**src/hdl/dtkm_pkg.sv**
```systemverilog
// Shared types and constants for the dedup top-K merge core.
// Holds the controller/datapath command and status structs and CSR layout.
// No dependencies.
`timescale 1ns / 1ps

package dtkm_pkg;

   localparam int DTKM_TOP_K    = 16;
   localparam int DOC_W         = 32;
   localparam int SCORE_W       = 32;
   localparam int LIMIT_W       = 5;
   localparam logic [LIMIT_W-1:0] LIMIT_RESET = 5'd16;

   // CSR layout: one 32-bit register per word
   localparam int CSR_ADDR_W    = 3;
   localparam int CSR_DATA_W    = 32;
   localparam int CSR_IDX_LSB   = 2;
   localparam logic CSR_IDX_RESULT_LIMIT = 1'b0;

   typedef struct packed {
      logic load_hit;
      logic do_remove;
      logic do_insert;
      logic latch_count;
      logic emit_entry;
      logic emit_marker;
      logic clear_list;
   } dtkm_cmd_type;

   typedef struct packed {
      logic hit_failed;
      logic hit_last;
      logic match_found;
      logic match_lower;
      logic remaining_zero;
      logic remaining_one;
      logic out_free;
   } dtkm_status_type;

endpackage

```
**src/hdl/dtkm_datapath.sv**
```systemverilog
// Datapath of the dedup top-K merge: hit register, sorted entry list,
// emit counter and the output register. Depends on dtkm_pkg.
`timescale 1ns / 1ps

module dtkm_datapath
   import dtkm_pkg::*;
#(
   parameter int TOP_K = DTKM_TOP_K
) (
   input  logic                      clock,
   input  logic                      reset,
   input  dtkm_cmd_type              cmd,
   output dtkm_status_type           status,
   input  logic [LIMIT_W-1:0]        result_limit,
   input  logic [DOC_W-1:0]          req_doc_id,
   input  logic signed [SCORE_W-1:0] req_score,
   input  logic                      req_shard_failed,
   input  logic                      req_last,
   output logic                      rsp_valid,
   input  logic                      rsp_stall,
   output logic [DOC_W-1:0]          rsp_result_doc,
   output logic signed [SCORE_W-1:0] rsp_result_score,
   output logic                      rsp_none_found,
   output logic                      rsp_final_result
);

   localparam int CW = $clog2(TOP_K + 1);
   localparam int LW = (CW > LIMIT_W) ? CW : LIMIT_W;

   // hit under work
   logic [DOC_W-1:0]          hit_doc_ff;
   logic signed [SCORE_W-1:0] hit_score_ff;
   logic                      hit_failed_ff;
   logic                      hit_last_ff;

   // sorted entry list
   logic [DOC_W-1:0]          doc_ff   [TOP_K];
   logic [DOC_W-1:0]          doc_in   [TOP_K];
   logic signed [SCORE_W-1:0] score_ff [TOP_K];
   logic signed [SCORE_W-1:0] score_in [TOP_K];
   logic [TOP_K-1:0]          used_ff;
   logic [TOP_K-1:0]          used_in;

   logic [TOP_K-1:0]          match;
   logic [TOP_K-1:0]          higher;
   logic [TOP_K-1:0]          ge;
   logic [TOP_K:0]            ge_prev;
   logic [TOP_K-1:0]          at_or_after;
   logic [TOP_K-1:0]          boundary;
   logic [TOP_K:0]            used_ext;

   logic [CW-1:0]             used_count;
   logic [CW-1:0]             remaining_ff;
   logic [CW-1:0]             remaining_in;
   logic [LW-1:0]             limit_ext;
   logic [LW-1:0]             count_ext;
   logic [LW-1:0]             lim_clamped;
   logic [LW-1:0]             emit_count;

   logic                      rsp_valid_ff;
   logic [DOC_W-1:0]          rsp_doc_ff;
   logic signed [SCORE_W-1:0] rsp_score_ff;
   logic                      rsp_none_ff;
   logic                      rsp_final_ff;

   assign ge_prev  = {ge, 1'b1};
   assign used_ext = {1'b0, used_ff};
   assign boundary = used_ff & ~used_ext[TOP_K:1];

   genvar gi;
   generate
      for (gi = 0; gi < TOP_K; gi++) begin : g_entry
         logic [DOC_W-1:0]          prv_doc;
         logic signed [SCORE_W-1:0] prv_score;
         logic                      prv_used;
         logic [DOC_W-1:0]          nxt_doc;
         logic signed [SCORE_W-1:0] nxt_score;
         logic                      nxt_used;
         logic                      shift_up;
         logic                      take_new;
         logic                      take_prev;

         if (gi == 0) begin : g_head
            assign prv_doc   = '0;
            assign prv_score = '0;
            assign prv_used  = 1'b0;
         end else begin : g_body
            assign prv_doc   = doc_ff[gi-1];
            assign prv_score = score_ff[gi-1];
            assign prv_used  = used_ff[gi-1];
         end

         if (gi == TOP_K - 1) begin : g_tail
            assign nxt_doc   = '0;
            assign nxt_score = '0;
            assign nxt_used  = 1'b0;
         end else begin : g_inner
            assign nxt_doc   = doc_ff[gi+1];
            assign nxt_score = score_ff[gi+1];
            assign nxt_used  = used_ff[gi+1];
         end

         assign match[gi]  = used_ff[gi] && (doc_ff[gi] == hit_doc_ff);
         assign higher[gi] = hit_score_ff > score_ff[gi];
         assign ge[gi]     = used_ff[gi] && (score_ff[gi] >= hit_score_ff);
         assign at_or_after[gi] =
            |(match & ({TOP_K{1'b1}} >> (TOP_K - 1 - gi)));

         // close the gap left by a removed or emitted entry
         assign shift_up  = cmd.emit_entry | (cmd.do_remove & at_or_after[gi]);
         assign take_new  = cmd.do_insert & ~ge[gi] & ge_prev[gi];
         assign take_prev = cmd.do_insert & ~ge[gi] & ~ge_prev[gi];

         assign doc_in[gi]   = shift_up  ? nxt_doc   :
                               take_new  ? hit_doc_ff :
                               take_prev ? prv_doc   : doc_ff[gi];
         assign score_in[gi] = shift_up  ? nxt_score :
                               take_new  ? hit_score_ff :
                               take_prev ? prv_score : score_ff[gi];
         assign used_in[gi]  = cmd.clear_list ? 1'b0     :
                               shift_up       ? nxt_used :
                               take_new       ? 1'b1     :
                               take_prev      ? prv_used : used_ff[gi];
      end
   endgenerate

   // used entries form a prefix, so the count is where the ones end
   always_comb begin
      used_count = '0;
      for (int i = 0; i < TOP_K; i++) begin
         if (boundary[i]) begin
            used_count = used_count | CW'(i + 1);
         end
      end
   end

   assign limit_ext   = LW'(result_limit);
   assign count_ext   = LW'(used_count);
   assign lim_clamped = (limit_ext > LW'(TOP_K)) ? LW'(TOP_K) : limit_ext;
   assign emit_count  = (count_ext < lim_clamped) ? count_ext : lim_clamped;

   always_comb begin
      remaining_in = remaining_ff;
      if (cmd.latch_count) begin
         remaining_in = emit_count[CW-1:0];
      end else if (cmd.emit_entry) begin
         remaining_in = remaining_ff - 1'b1;
      end
   end

   always_ff @(posedge clock) begin
      if (cmd.load_hit) begin
         hit_doc_ff    <= req_doc_id;
         hit_score_ff  <= req_score;
         hit_failed_ff <= req_shard_failed;
         hit_last_ff   <= req_last;
      end
      for (int i = 0; i < TOP_K; i++) begin
         doc_ff[i]   <= doc_in[i];
         score_ff[i] <= score_in[i];
      end
      if (cmd.emit_entry || cmd.emit_marker) begin
         rsp_doc_ff   <= cmd.emit_marker ? '0 : doc_ff[0];
         rsp_score_ff <= cmd.emit_marker ? '0 : score_ff[0];
         rsp_none_ff  <= cmd.emit_marker;
         rsp_final_ff <= cmd.emit_marker | (remaining_ff == CW'(1));
      end
      if (reset) begin
         used_ff      <= '0;
         remaining_ff <= '0;
         rsp_valid_ff <= 1'b0;
      end else begin
         used_ff      <= used_in;
         remaining_ff <= remaining_in;
         if (cmd.emit_entry || cmd.emit_marker) begin
            rsp_valid_ff <= 1'b1;
         end else if (!rsp_stall) begin
            rsp_valid_ff <= 1'b0;
         end
      end
   end

   assign status.hit_failed     = hit_failed_ff;
   assign status.hit_last       = hit_last_ff;
   assign status.match_found    = |match;
   assign status.match_lower    = |(match & ~higher);
   assign status.remaining_zero = (remaining_ff == '0);
   assign status.remaining_one  = (remaining_ff == CW'(1));
   assign status.out_free       = !rsp_valid_ff || !rsp_stall;

   assign rsp_valid        = rsp_valid_ff;
   assign rsp_result_doc   = rsp_doc_ff;
   assign rsp_result_score = rsp_score_ff;
   assign rsp_none_found   = rsp_none_ff;
   assign rsp_final_result = rsp_final_ff;

   a_used_prefix : assert property (@(posedge clock) disable iff (reset)
      (used_ff & (used_ff + 1'b1)) == '0)
      else $error("entry list has a hole");

   a_single_match : assert property (@(posedge clock) disable iff (reset)
      $onehot0(match))
      else $error("document kept twice");

   a_emit_into_free : assert property (@(posedge clock) disable iff (reset)
      (cmd.emit_entry || cmd.emit_marker) |-> (!rsp_valid_ff || !rsp_stall))
      else $error("output overwritten while stalled");

   a_remaining_bound : assert property (@(posedge clock) disable iff (reset)
      remaining_ff <= CW'(TOP_K))
      else $error("emit count above list depth");

endmodule

```
**src/hdl/dtkm_ctrl.sv**
```systemverilog
// Controller of the dedup top-K merge: sequences match, insert and emit
// steps for one request at a time. Depends on dtkm_pkg.
`timescale 1ns / 1ps

module dtkm_ctrl
   import dtkm_pkg::*;
(
   input  logic            clock,
   input  logic            reset,
   input  logic            req_valid,
   output logic            req_stall,
   output dtkm_cmd_type    cmd,
   input  dtkm_status_type status
);

   typedef enum logic [2:0] {
      ST_IDLE,
      ST_MATCH,
      ST_INSERT,
      ST_PREP,
      ST_EMIT
   } state_type;

   state_type state_ff;
   state_type state_in;

   always_comb begin
      state_in = state_ff;
      cmd      = '0;
      case (state_ff)
         ST_IDLE: begin
            if (req_valid) begin
               cmd.load_hit = 1'b1;
               state_in     = ST_MATCH;
            end
         end
         ST_MATCH: begin
            if (status.hit_failed || (status.match_found && status.match_lower)) begin
               state_in = status.hit_last ? ST_PREP : ST_IDLE;
            end else begin
               cmd.do_remove = status.match_found;
               state_in      = ST_INSERT;
            end
         end
         ST_INSERT: begin
            cmd.do_insert = 1'b1;
            state_in      = status.hit_last ? ST_PREP : ST_IDLE;
         end
         ST_PREP: begin
            cmd.latch_count = 1'b1;
            state_in        = ST_EMIT;
         end
         ST_EMIT: begin
            if (status.out_free) begin
               if (status.remaining_zero) begin
                  cmd.emit_marker = 1'b1;
                  cmd.clear_list  = 1'b1;
                  state_in        = ST_IDLE;
               end else begin
                  cmd.emit_entry = 1'b1;
                  if (status.remaining_one) begin
                     cmd.clear_list = 1'b1;
                     state_in       = ST_IDLE;
                  end
               end
            end
         end
         default: begin
            state_in = ST_IDLE;
         end
      endcase
   end

   always_ff @(posedge clock) begin
      if (reset) begin
         state_ff <= ST_IDLE;
      end else begin
         state_ff <= state_in;
      end
   end

   assign req_stall = (state_ff != ST_IDLE);

endmodule

```
**src/hdl/dedup_top_k_merge_core.sv**
```systemverilog
// Top level of the dedup top-K merge core: CSR port, controller, datapath.
// Depends on dtkm_pkg, dtkm_ctrl and dtkm_datapath.
//
//   channel  direction  handshake             payload
//   req      in         req_valid/req_stall   doc_id, score, shard_failed, last
//   rsp      out        rsp_valid/rsp_stall   result_doc, result_score,
//                                             none_found, final_result
//   csr      in/out     psel/penable/pready   paddr, pwdata, prdata
//
// A hit is accepted and matched against all entries; it is ignored if its
// shard failed or it repeats a kept document at no higher score, else any
// older copy is removed and it goes into the sorted list. A last hit then
// fixes the emit count and emits up to TOP_K results (or one empty marker).
// Synchronous reset empties the list; no clearing pass is needed.
// rsp_stall holds the output and pauses emits; req_stall is high while busy.
`timescale 1ns / 1ps

module dedup_top_k_merge_core
   import dtkm_pkg::*;
#(
   parameter int TOP_K = DTKM_TOP_K
) (
   input  logic                      clock,
   input  logic                      reset,
   input  logic                      req_valid,
   output logic                      req_stall,
   input  logic [DOC_W-1:0]          req_doc_id,
   input  logic signed [SCORE_W-1:0] req_score,
   input  logic                      req_shard_failed,
   input  logic                      req_last,
   output logic                      rsp_valid,
   input  logic                      rsp_stall,
   output logic [DOC_W-1:0]          rsp_result_doc,
   output logic signed [SCORE_W-1:0] rsp_result_score,
   output logic                      rsp_none_found,
   output logic                      rsp_final_result,
   input  logic                      psel,
   input  logic                      penable,
   input  logic                      pwrite,
   input  logic [CSR_ADDR_W-1:0]     paddr,
   input  logic [CSR_DATA_W-1:0]     pwdata,
   output logic [CSR_DATA_W-1:0]     prdata,
   output logic                      pready
);

   logic [LIMIT_W-1:0] limit_ff;
   dtkm_cmd_type       cmd;
   dtkm_status_type    status;

   assign pready = 1'b1;

   always_ff @(posedge clock) begin
      if (reset) begin
         limit_ff <= LIMIT_RESET;
      end else if (psel && penable && pwrite && pready &&
                   (paddr[CSR_IDX_LSB] == CSR_IDX_RESULT_LIMIT)) begin
         limit_ff <= pwdata[LIMIT_W-1:0];
      end
   end

   assign prdata = (paddr[CSR_IDX_LSB] == CSR_IDX_RESULT_LIMIT) ?
                   {{(CSR_DATA_W-LIMIT_W){1'b0}}, limit_ff} : '0;

   dtkm_ctrl u_ctrl (
      .clock     (clock),
      .reset     (reset),
      .req_valid (req_valid),
      .req_stall (req_stall),
      .cmd       (cmd),
      .status    (status)
   );

   dtkm_datapath #(
      .TOP_K (TOP_K)
   ) u_datapath (
      .clock            (clock),
      .reset            (reset),
      .cmd              (cmd),
      .status           (status),
      .result_limit     (limit_ff),
      .req_doc_id       (req_doc_id),
      .req_score        (req_score),
      .req_shard_failed (req_shard_failed),
      .req_last         (req_last),
      .rsp_valid        (rsp_valid),
      .rsp_stall        (rsp_stall),
      .rsp_result_doc   (rsp_result_doc),
      .rsp_result_score (rsp_result_score),
      .rsp_none_found   (rsp_none_found),
      .rsp_final_result (rsp_final_result)
   );

endmodule
```
**config.mk**
```make
export PLATFORM = sky130hd
export DESIGN_NAME = dedup_top_k_merge_core
export DESIGN_NICKNAME = d
export VERILOG_FILES = /design/src/hdl/dtkm_pkg.sv /design/src/hdl/dtkm_datapath.sv /design/src/hdl/dtkm_ctrl.sv /design/src/hdl/dedup_top_k_merge_core.sv
export SDC_FILE = /design/constraint.sdc
export NUM_CORES = 2
export LEC_CHECK = 0
export BUFFER_PORTS_ARGS = -buffer_cell sky130_fd_sc_hd__buf_2
export CORE_AREA = 2 2 400 402
export DETAILED_ROUTE_END_ITERATION = 6
export DIE_AREA = 0 0 402 404
export PLACE_DENSITY_LB_ADDON = 0.12
export SYNTH_ARGS = -nofsm -noshare
export SYNTH_HDL_FRONTEND = slang
export SYNTH_SLANG_ARGS = --single-unit
```
**constraint.sdc**
```tcl
create_clock -name clock -period 21.9 [get_ports clock]
set_clock_uncertainty 0.15 [all_clocks]
set_input_delay 1.095 -clock clock [delete_from_list [all_inputs] [get_ports clock]]
set_output_delay 1.095 -clock clock [all_outputs]
set_load 0.01 [all_outputs]
```
* After elaboration in Yosys (flattened, before gate mapping) *
Memory sizes are Yosys's and may differ from the RTL's.
Cells that the tools add are included.

storage, ports and cells
  flip-flop bits (word level) = 162
  memory bits (writable) = 1024
  output and inout bits = 101
  word-level logic and storage cells = 452
  memories kept = 2

memories
  memory               depth  width  rd ports  clocked after memory_dff  write ports  line                 source
  u_datapath.doc_ff    16     32     16        0                         16           dtkm_datapath.sv:37  logic [DOC_W-1:0] doc_ff [TOP_K];
  u_datapath.score_ff  16     32     16        0                         16           dtkm_datapath.sv:39  logic signed [SCORE_W-1:0] score_ff [TOP_K];

operators by class
  add/sub/neg operators = 1
  magnitude comparators = 34
  equal/unequal tests = 25
  mux-type cells = 182
  bitwise gates (word level) = 100
  reductions and logical operators = 80

operators by type and width
  kind                                number
  2-to-1 mux 32 bit                   94
  == test 32 bit                      16
  >= comparator 32 bit                16
  > comparator 32 bit                 16
  AND 1 bit                           62
  2-to-1 mux 1 bit                    59
  nonzero test 3 bit                  15
  logical AND 1 bit                   36
  2-to-1 mux 3 bit                    11
  AND 16 bit                          2
  2-to-1 mux 4 bit                    8
  OR reduction 16 bit                 2
  2-to-1 mux 5 bit                    6
  NOT 1 bit                           17
  bitwise OR 1 bit                    17
  NOT 15 -> 16 bit                    1
  NOT 16 bit                          1
  one-hot mux 3 bit (5 select lines)  1
  OR reduction 15 bit                 1
  OR reduction 14 bit                 1
  OR reduction 13 bit                 1
  OR reduction 12 bit                 1
  OR reduction 11 bit                 1
  OR reduction 10 bit                 1
  25 further kinds                    36

* Longest topological paths before layout *
  word-level depth = 21
  gate-level depth with buffers = 18

* By module *
Synthesis repeated with hierarchy kept, for this count alone.

unflattened totals
  cells, all modules = 7921
  area, all modules = 80327.0 um^2

modules (own cells, without submodules)
  module                  instances  cells an instance  area each (um^2)  seq. area each (um^2)
  dtkm_datapath           1          7835               79626.4           34513.1
  dedup_top_k_merge_core  1          58                 494.2             100.1
  dtkm_ctrl               1          28                 206.4             60.1

* Worst setup path after synthesis *
No wires, ideal clock.

  path kind = input to register
  start point = input rsp_stall
  end point = memory u_datapath.doc_ff[12][0] (enable)
  setup time = 0.574 ns
  arrival = 8.033 ns
  data required time = 21.176 ns
  setup slack = 13.142 ns
  stages = 8
  buffers on the path = 3
  cells stage by stage = a21oi_1 > and2_1 > clkbuf_1 > a41o_1 > nand2_1 > buf_2 > buf_2 > o21ai_0

RTL lines
  item             line                          source
  start, declared  dedup_top_k_merge_core.sv:32  input logic rsp_stall,
  end, declared    dtkm_datapath.sv:37

==> metrics.txt <==
hold path start=req_doc_id[7]; worst-path fanout max=66; post-synthesis cell type count=82; Synth Area in XOR/XNOR=5.67%; Hold Violations, Final=0; die area=162000 um^2; area share of and/or/nand/nor cells after synthesis=12.5%; asr flop ratio synth=0%; clock root cell=clkbuf_16; Fill cells=14300; Clk pin slew, worst setup/hold paths=0.06 ns; clock sinks=1186; via count=61100; R2R depth=13; complex-gate fraction of the synthesized area=11.1%; endpoints failing setup=0; Final #Nets=8509; final HPWL from detailed placement=181000 um; first-pass GRT wire length=368000 um; commonest non-fill, non-tap cell in the layout=a21oi_1; kind of cell adding the most delay to the critical path=simple AND/OR/NAND/NOR gates; worst r2r src=u_datapath.hit_score_ff[31]; post-layout util=54.1%; grt total ovfl=0; dpl ws=14.32 ns; FMAX=0.132 GHz; initial antenna violation count=3; final worst slack=14.30 ns; largest net degree at the start of global routing=101; Fin Hold WS=0.338 ns; Final Cycle Share=34.7%; DR vias/cell=6.08; post-synthesis cell area=78600 um^2; register area share after synthesis=44.1%; die height=404 um; CP endpoint=u_datapath.score_ff[1][129]; mux share of post-synthesis cell area=12.5%; DRC violations left=0; number of port buffers=151; TritonCTS buffer count=143; crit path launch type=flip-flop; Routed WL=244000 um; Post-synth EDFFs=1092; drt first-iter violations=5575; PwrDens=75.0 nW/um^2; Critical Path Most Common Cell=buf_4; core area=158000 um^2; largest family of logic cells by synthesized area=multiplexers; # rows=146; fraction of layout cells with a size suffix above 1=7.29%; adder-cell share of the synthesized area=8.25%; Initial Util=49.8%; routability cong.=0.974; Pre-antenna DRT Iters=6; fin. max-slew vios=0; flops & latches, synth=1186; worst vdd ir=82.9 uV; status=completed; FF-to-FF setup slack=14.30 ns; worst-margin pin slew=1.25 ns; most frequent cells in the layout=a21oi_1, nor2_1, edfxtp_1, mux2i_1, inv_1; width of the die=402 um; Clock Tree Buf Depth=3; WS Path Type=flip-flop to flip-flop; I/O pins=209; worst endpoint data arrival time=7.84 ns; post-CTS setup buffers=0; Synth warnings=0; RSZ-0062 raised after global routing=false; Post-Syn Area per Cell=9.88 um^2; crit path capture type=flip-flop; worst skew pair latency=0.78 ns; Post-CTS Hold Buffers=0; CP startpoint=u_datapath.hit_score_ff[31]; crit path max-delay cell type=a41o_4; ys flop type=edfxtp_1; crit-path cells=buf_4 -> buf_4 -> ha_1 -> nand4_1 -> nor4_1 -> o32ai_1 -> or3b_2 -> a222oi_1 -> and4_1 -> a41o_4 -> nand2_4 -> o21ai_4 -> buf_4; Critical Path RT=22.14 ns; max-cap violation count=0; Synth-to-Final Area Change=8.57%; Critical Path Max Stage Delay=0.99 ns; Worst Path Buf+Inv=3; TritonCTS clock tree=yes; H-tree levels=4; clock period minus worst slack=7.60 ns; overall routing resource usage=29.1%; Post-Syn Instances=7957; Critical Path Stages=13; Worst slew margin=16.4%; Resized cells post-CTS=0; r2r endpoint=u_datapath.score_ff[1][129]; Setup TNS=0 ns; vias in the first global route=60700; DR WL/cell=24.2 um; min-delay worst type=input pin to flip-flop; Pleak=36.1 nW; Routed Antenna Nets=0
[cells in the mapped netlist, types with 7 or more instances]
cell type     n  area share (%)
and2_1       39            0.31
nor4_1      183             1.5
nand2_1     242             1.2
buf_6         7            0.10
o211ai_1     23            0.22
or4_1        23            0.22
mux2_2       33            0.47
nor3_1       69            0.44
inv_1       544             2.6
a221oi_1      9            0.10
nand4_1     183             1.5
clkbuf_1    235             1.1
nor2_1     1124             5.4
dfxtp_1      94             2.4
a21oi_1    1136             7.2
a21o_1       29            0.28
a21boi_0     11            0.11
edfxtp_1   1092              42
xnor2_1     157             1.7
xor2_1      352             3.9
nand2b_1     32            0.25
and3_1       19            0.15
a31oi_1      26            0.21
nand3_1      89            0.57
buf_2       220             1.4
a211oi_1    108             1.0
mux2i_1     946              12
a2111oi_0     8           0.089
nor4b_1      13            0.14
nor2b_1      30            0.24
buf_4        54            0.52
nand4b_1     20            0.22
and4_1       12            0.13
buf_1        29            0.14
ha_1        518             8.2
o21ai_0     121            0.77
[power breakdown]
| part | switching, mW | leakage, nW | internal (mW) |
|---|---|---|---|
| registers | 0.178 | 10.7 | 2.71 |
| logic | 0.771 | 23.2 | 0.410 |
| clock network | 1.01 | 2.17 | 1.33 |
[sequential cells by signal, indices dropped and copies added (netlist names), 3 cells and up]
register / cells
u_datapath.rsp_result_doc: 32
u_ctrl.state_ff: 3
u_datapath.used_ff: 16
u_datapath.remaining_ff: 5
u_datapath.doc_ff: 512
u_datapath.rsp_result_score: 32
limit_ff: 5
u_datapath.hit_doc_ff: 32
u_datapath.score_ff: 512
u_datapath.hit_score_ff: 32
[kinds of logic (layout without fill, tap and decap cells)]
logic type | Yosys count | after routing
xor+xnor | 509 | 509
simple gates | 2114 | 2114
mux | 979 | 979
buf+inv | 1093 | 1099
flops | 1186 | 1186
fa+ha+maj | 518 | 518
compound gates | 1556 | 1556
other cells | 2 | 29
[metal layers]
layer,track usage (%),routed length [um],vias up
li1,-,-,28500
met1,38.4,104000,30500
met2,48.8,117000,1720
met3,5.41,15100,358
met4,8.46,7200,0
met5,0,0,-
[through the flow]
step | cell area, um^2 | instances | power [mW]
after floorplan | 78700 | 7983 | 3.67
after global placement | 80900 | 9810 | 4.04
after detailed placement | 80900 | 9810 | 4.08
after CTS | 85300 | 10100 | 6.42
after global routing | 85300 | 10100 | 6.66
final | 85300 | 10100 | 6.40
[layout make-up]
class | count | area, um^2 | area share, %
Antenna cell | 1 | 2.50 | 0.00293
Sequential cell | 1186 | 34700 | 40.6
Clock inverter | 54 | 494 | 0.579
Clock buffer | 197 | 3930 | 4.60
Timing Repair Buffer | 300 | 1870 | 2.20
Tap cell | 2072 | 2590 | 3.04
Inverter | 548 | 2060 | 2.41
Multi-Input combinational cell | 5704 | 39700 | 46.5
[worst min path at each step]
stage | cells past startpoint | to | slack [ns]
after global placement | 2 | u_datapath.score_ff[1][240] | 0.35
final | 1 | u_datapath.hit_doc_ff[7] | 0.34
after detailed placement | 2 | u_datapath.score_ff[1][241] | 0.36
after floorplan | 1 | limit_ff[4] | 0.31
after global routing | 1 | u_datapath.hit_doc_ff[7] | 0.31
after CTS | 1 | u_datapath.hit_doc_ff[7] | 0.28
[worst register-to-register path: cells and delay by family, from the launching register on]
family | cells | cell delay (ns)
and+or+nand+nor | 5 | 3.09
adders and majority gates | 1 | 0.41
DFF | 1 | 0.36
AOI/OAI and AO/OA | 4 | 1.97
buffers and inverters | 3 | 1.22
Note: power is estimated with default switching activity, not from simulation.
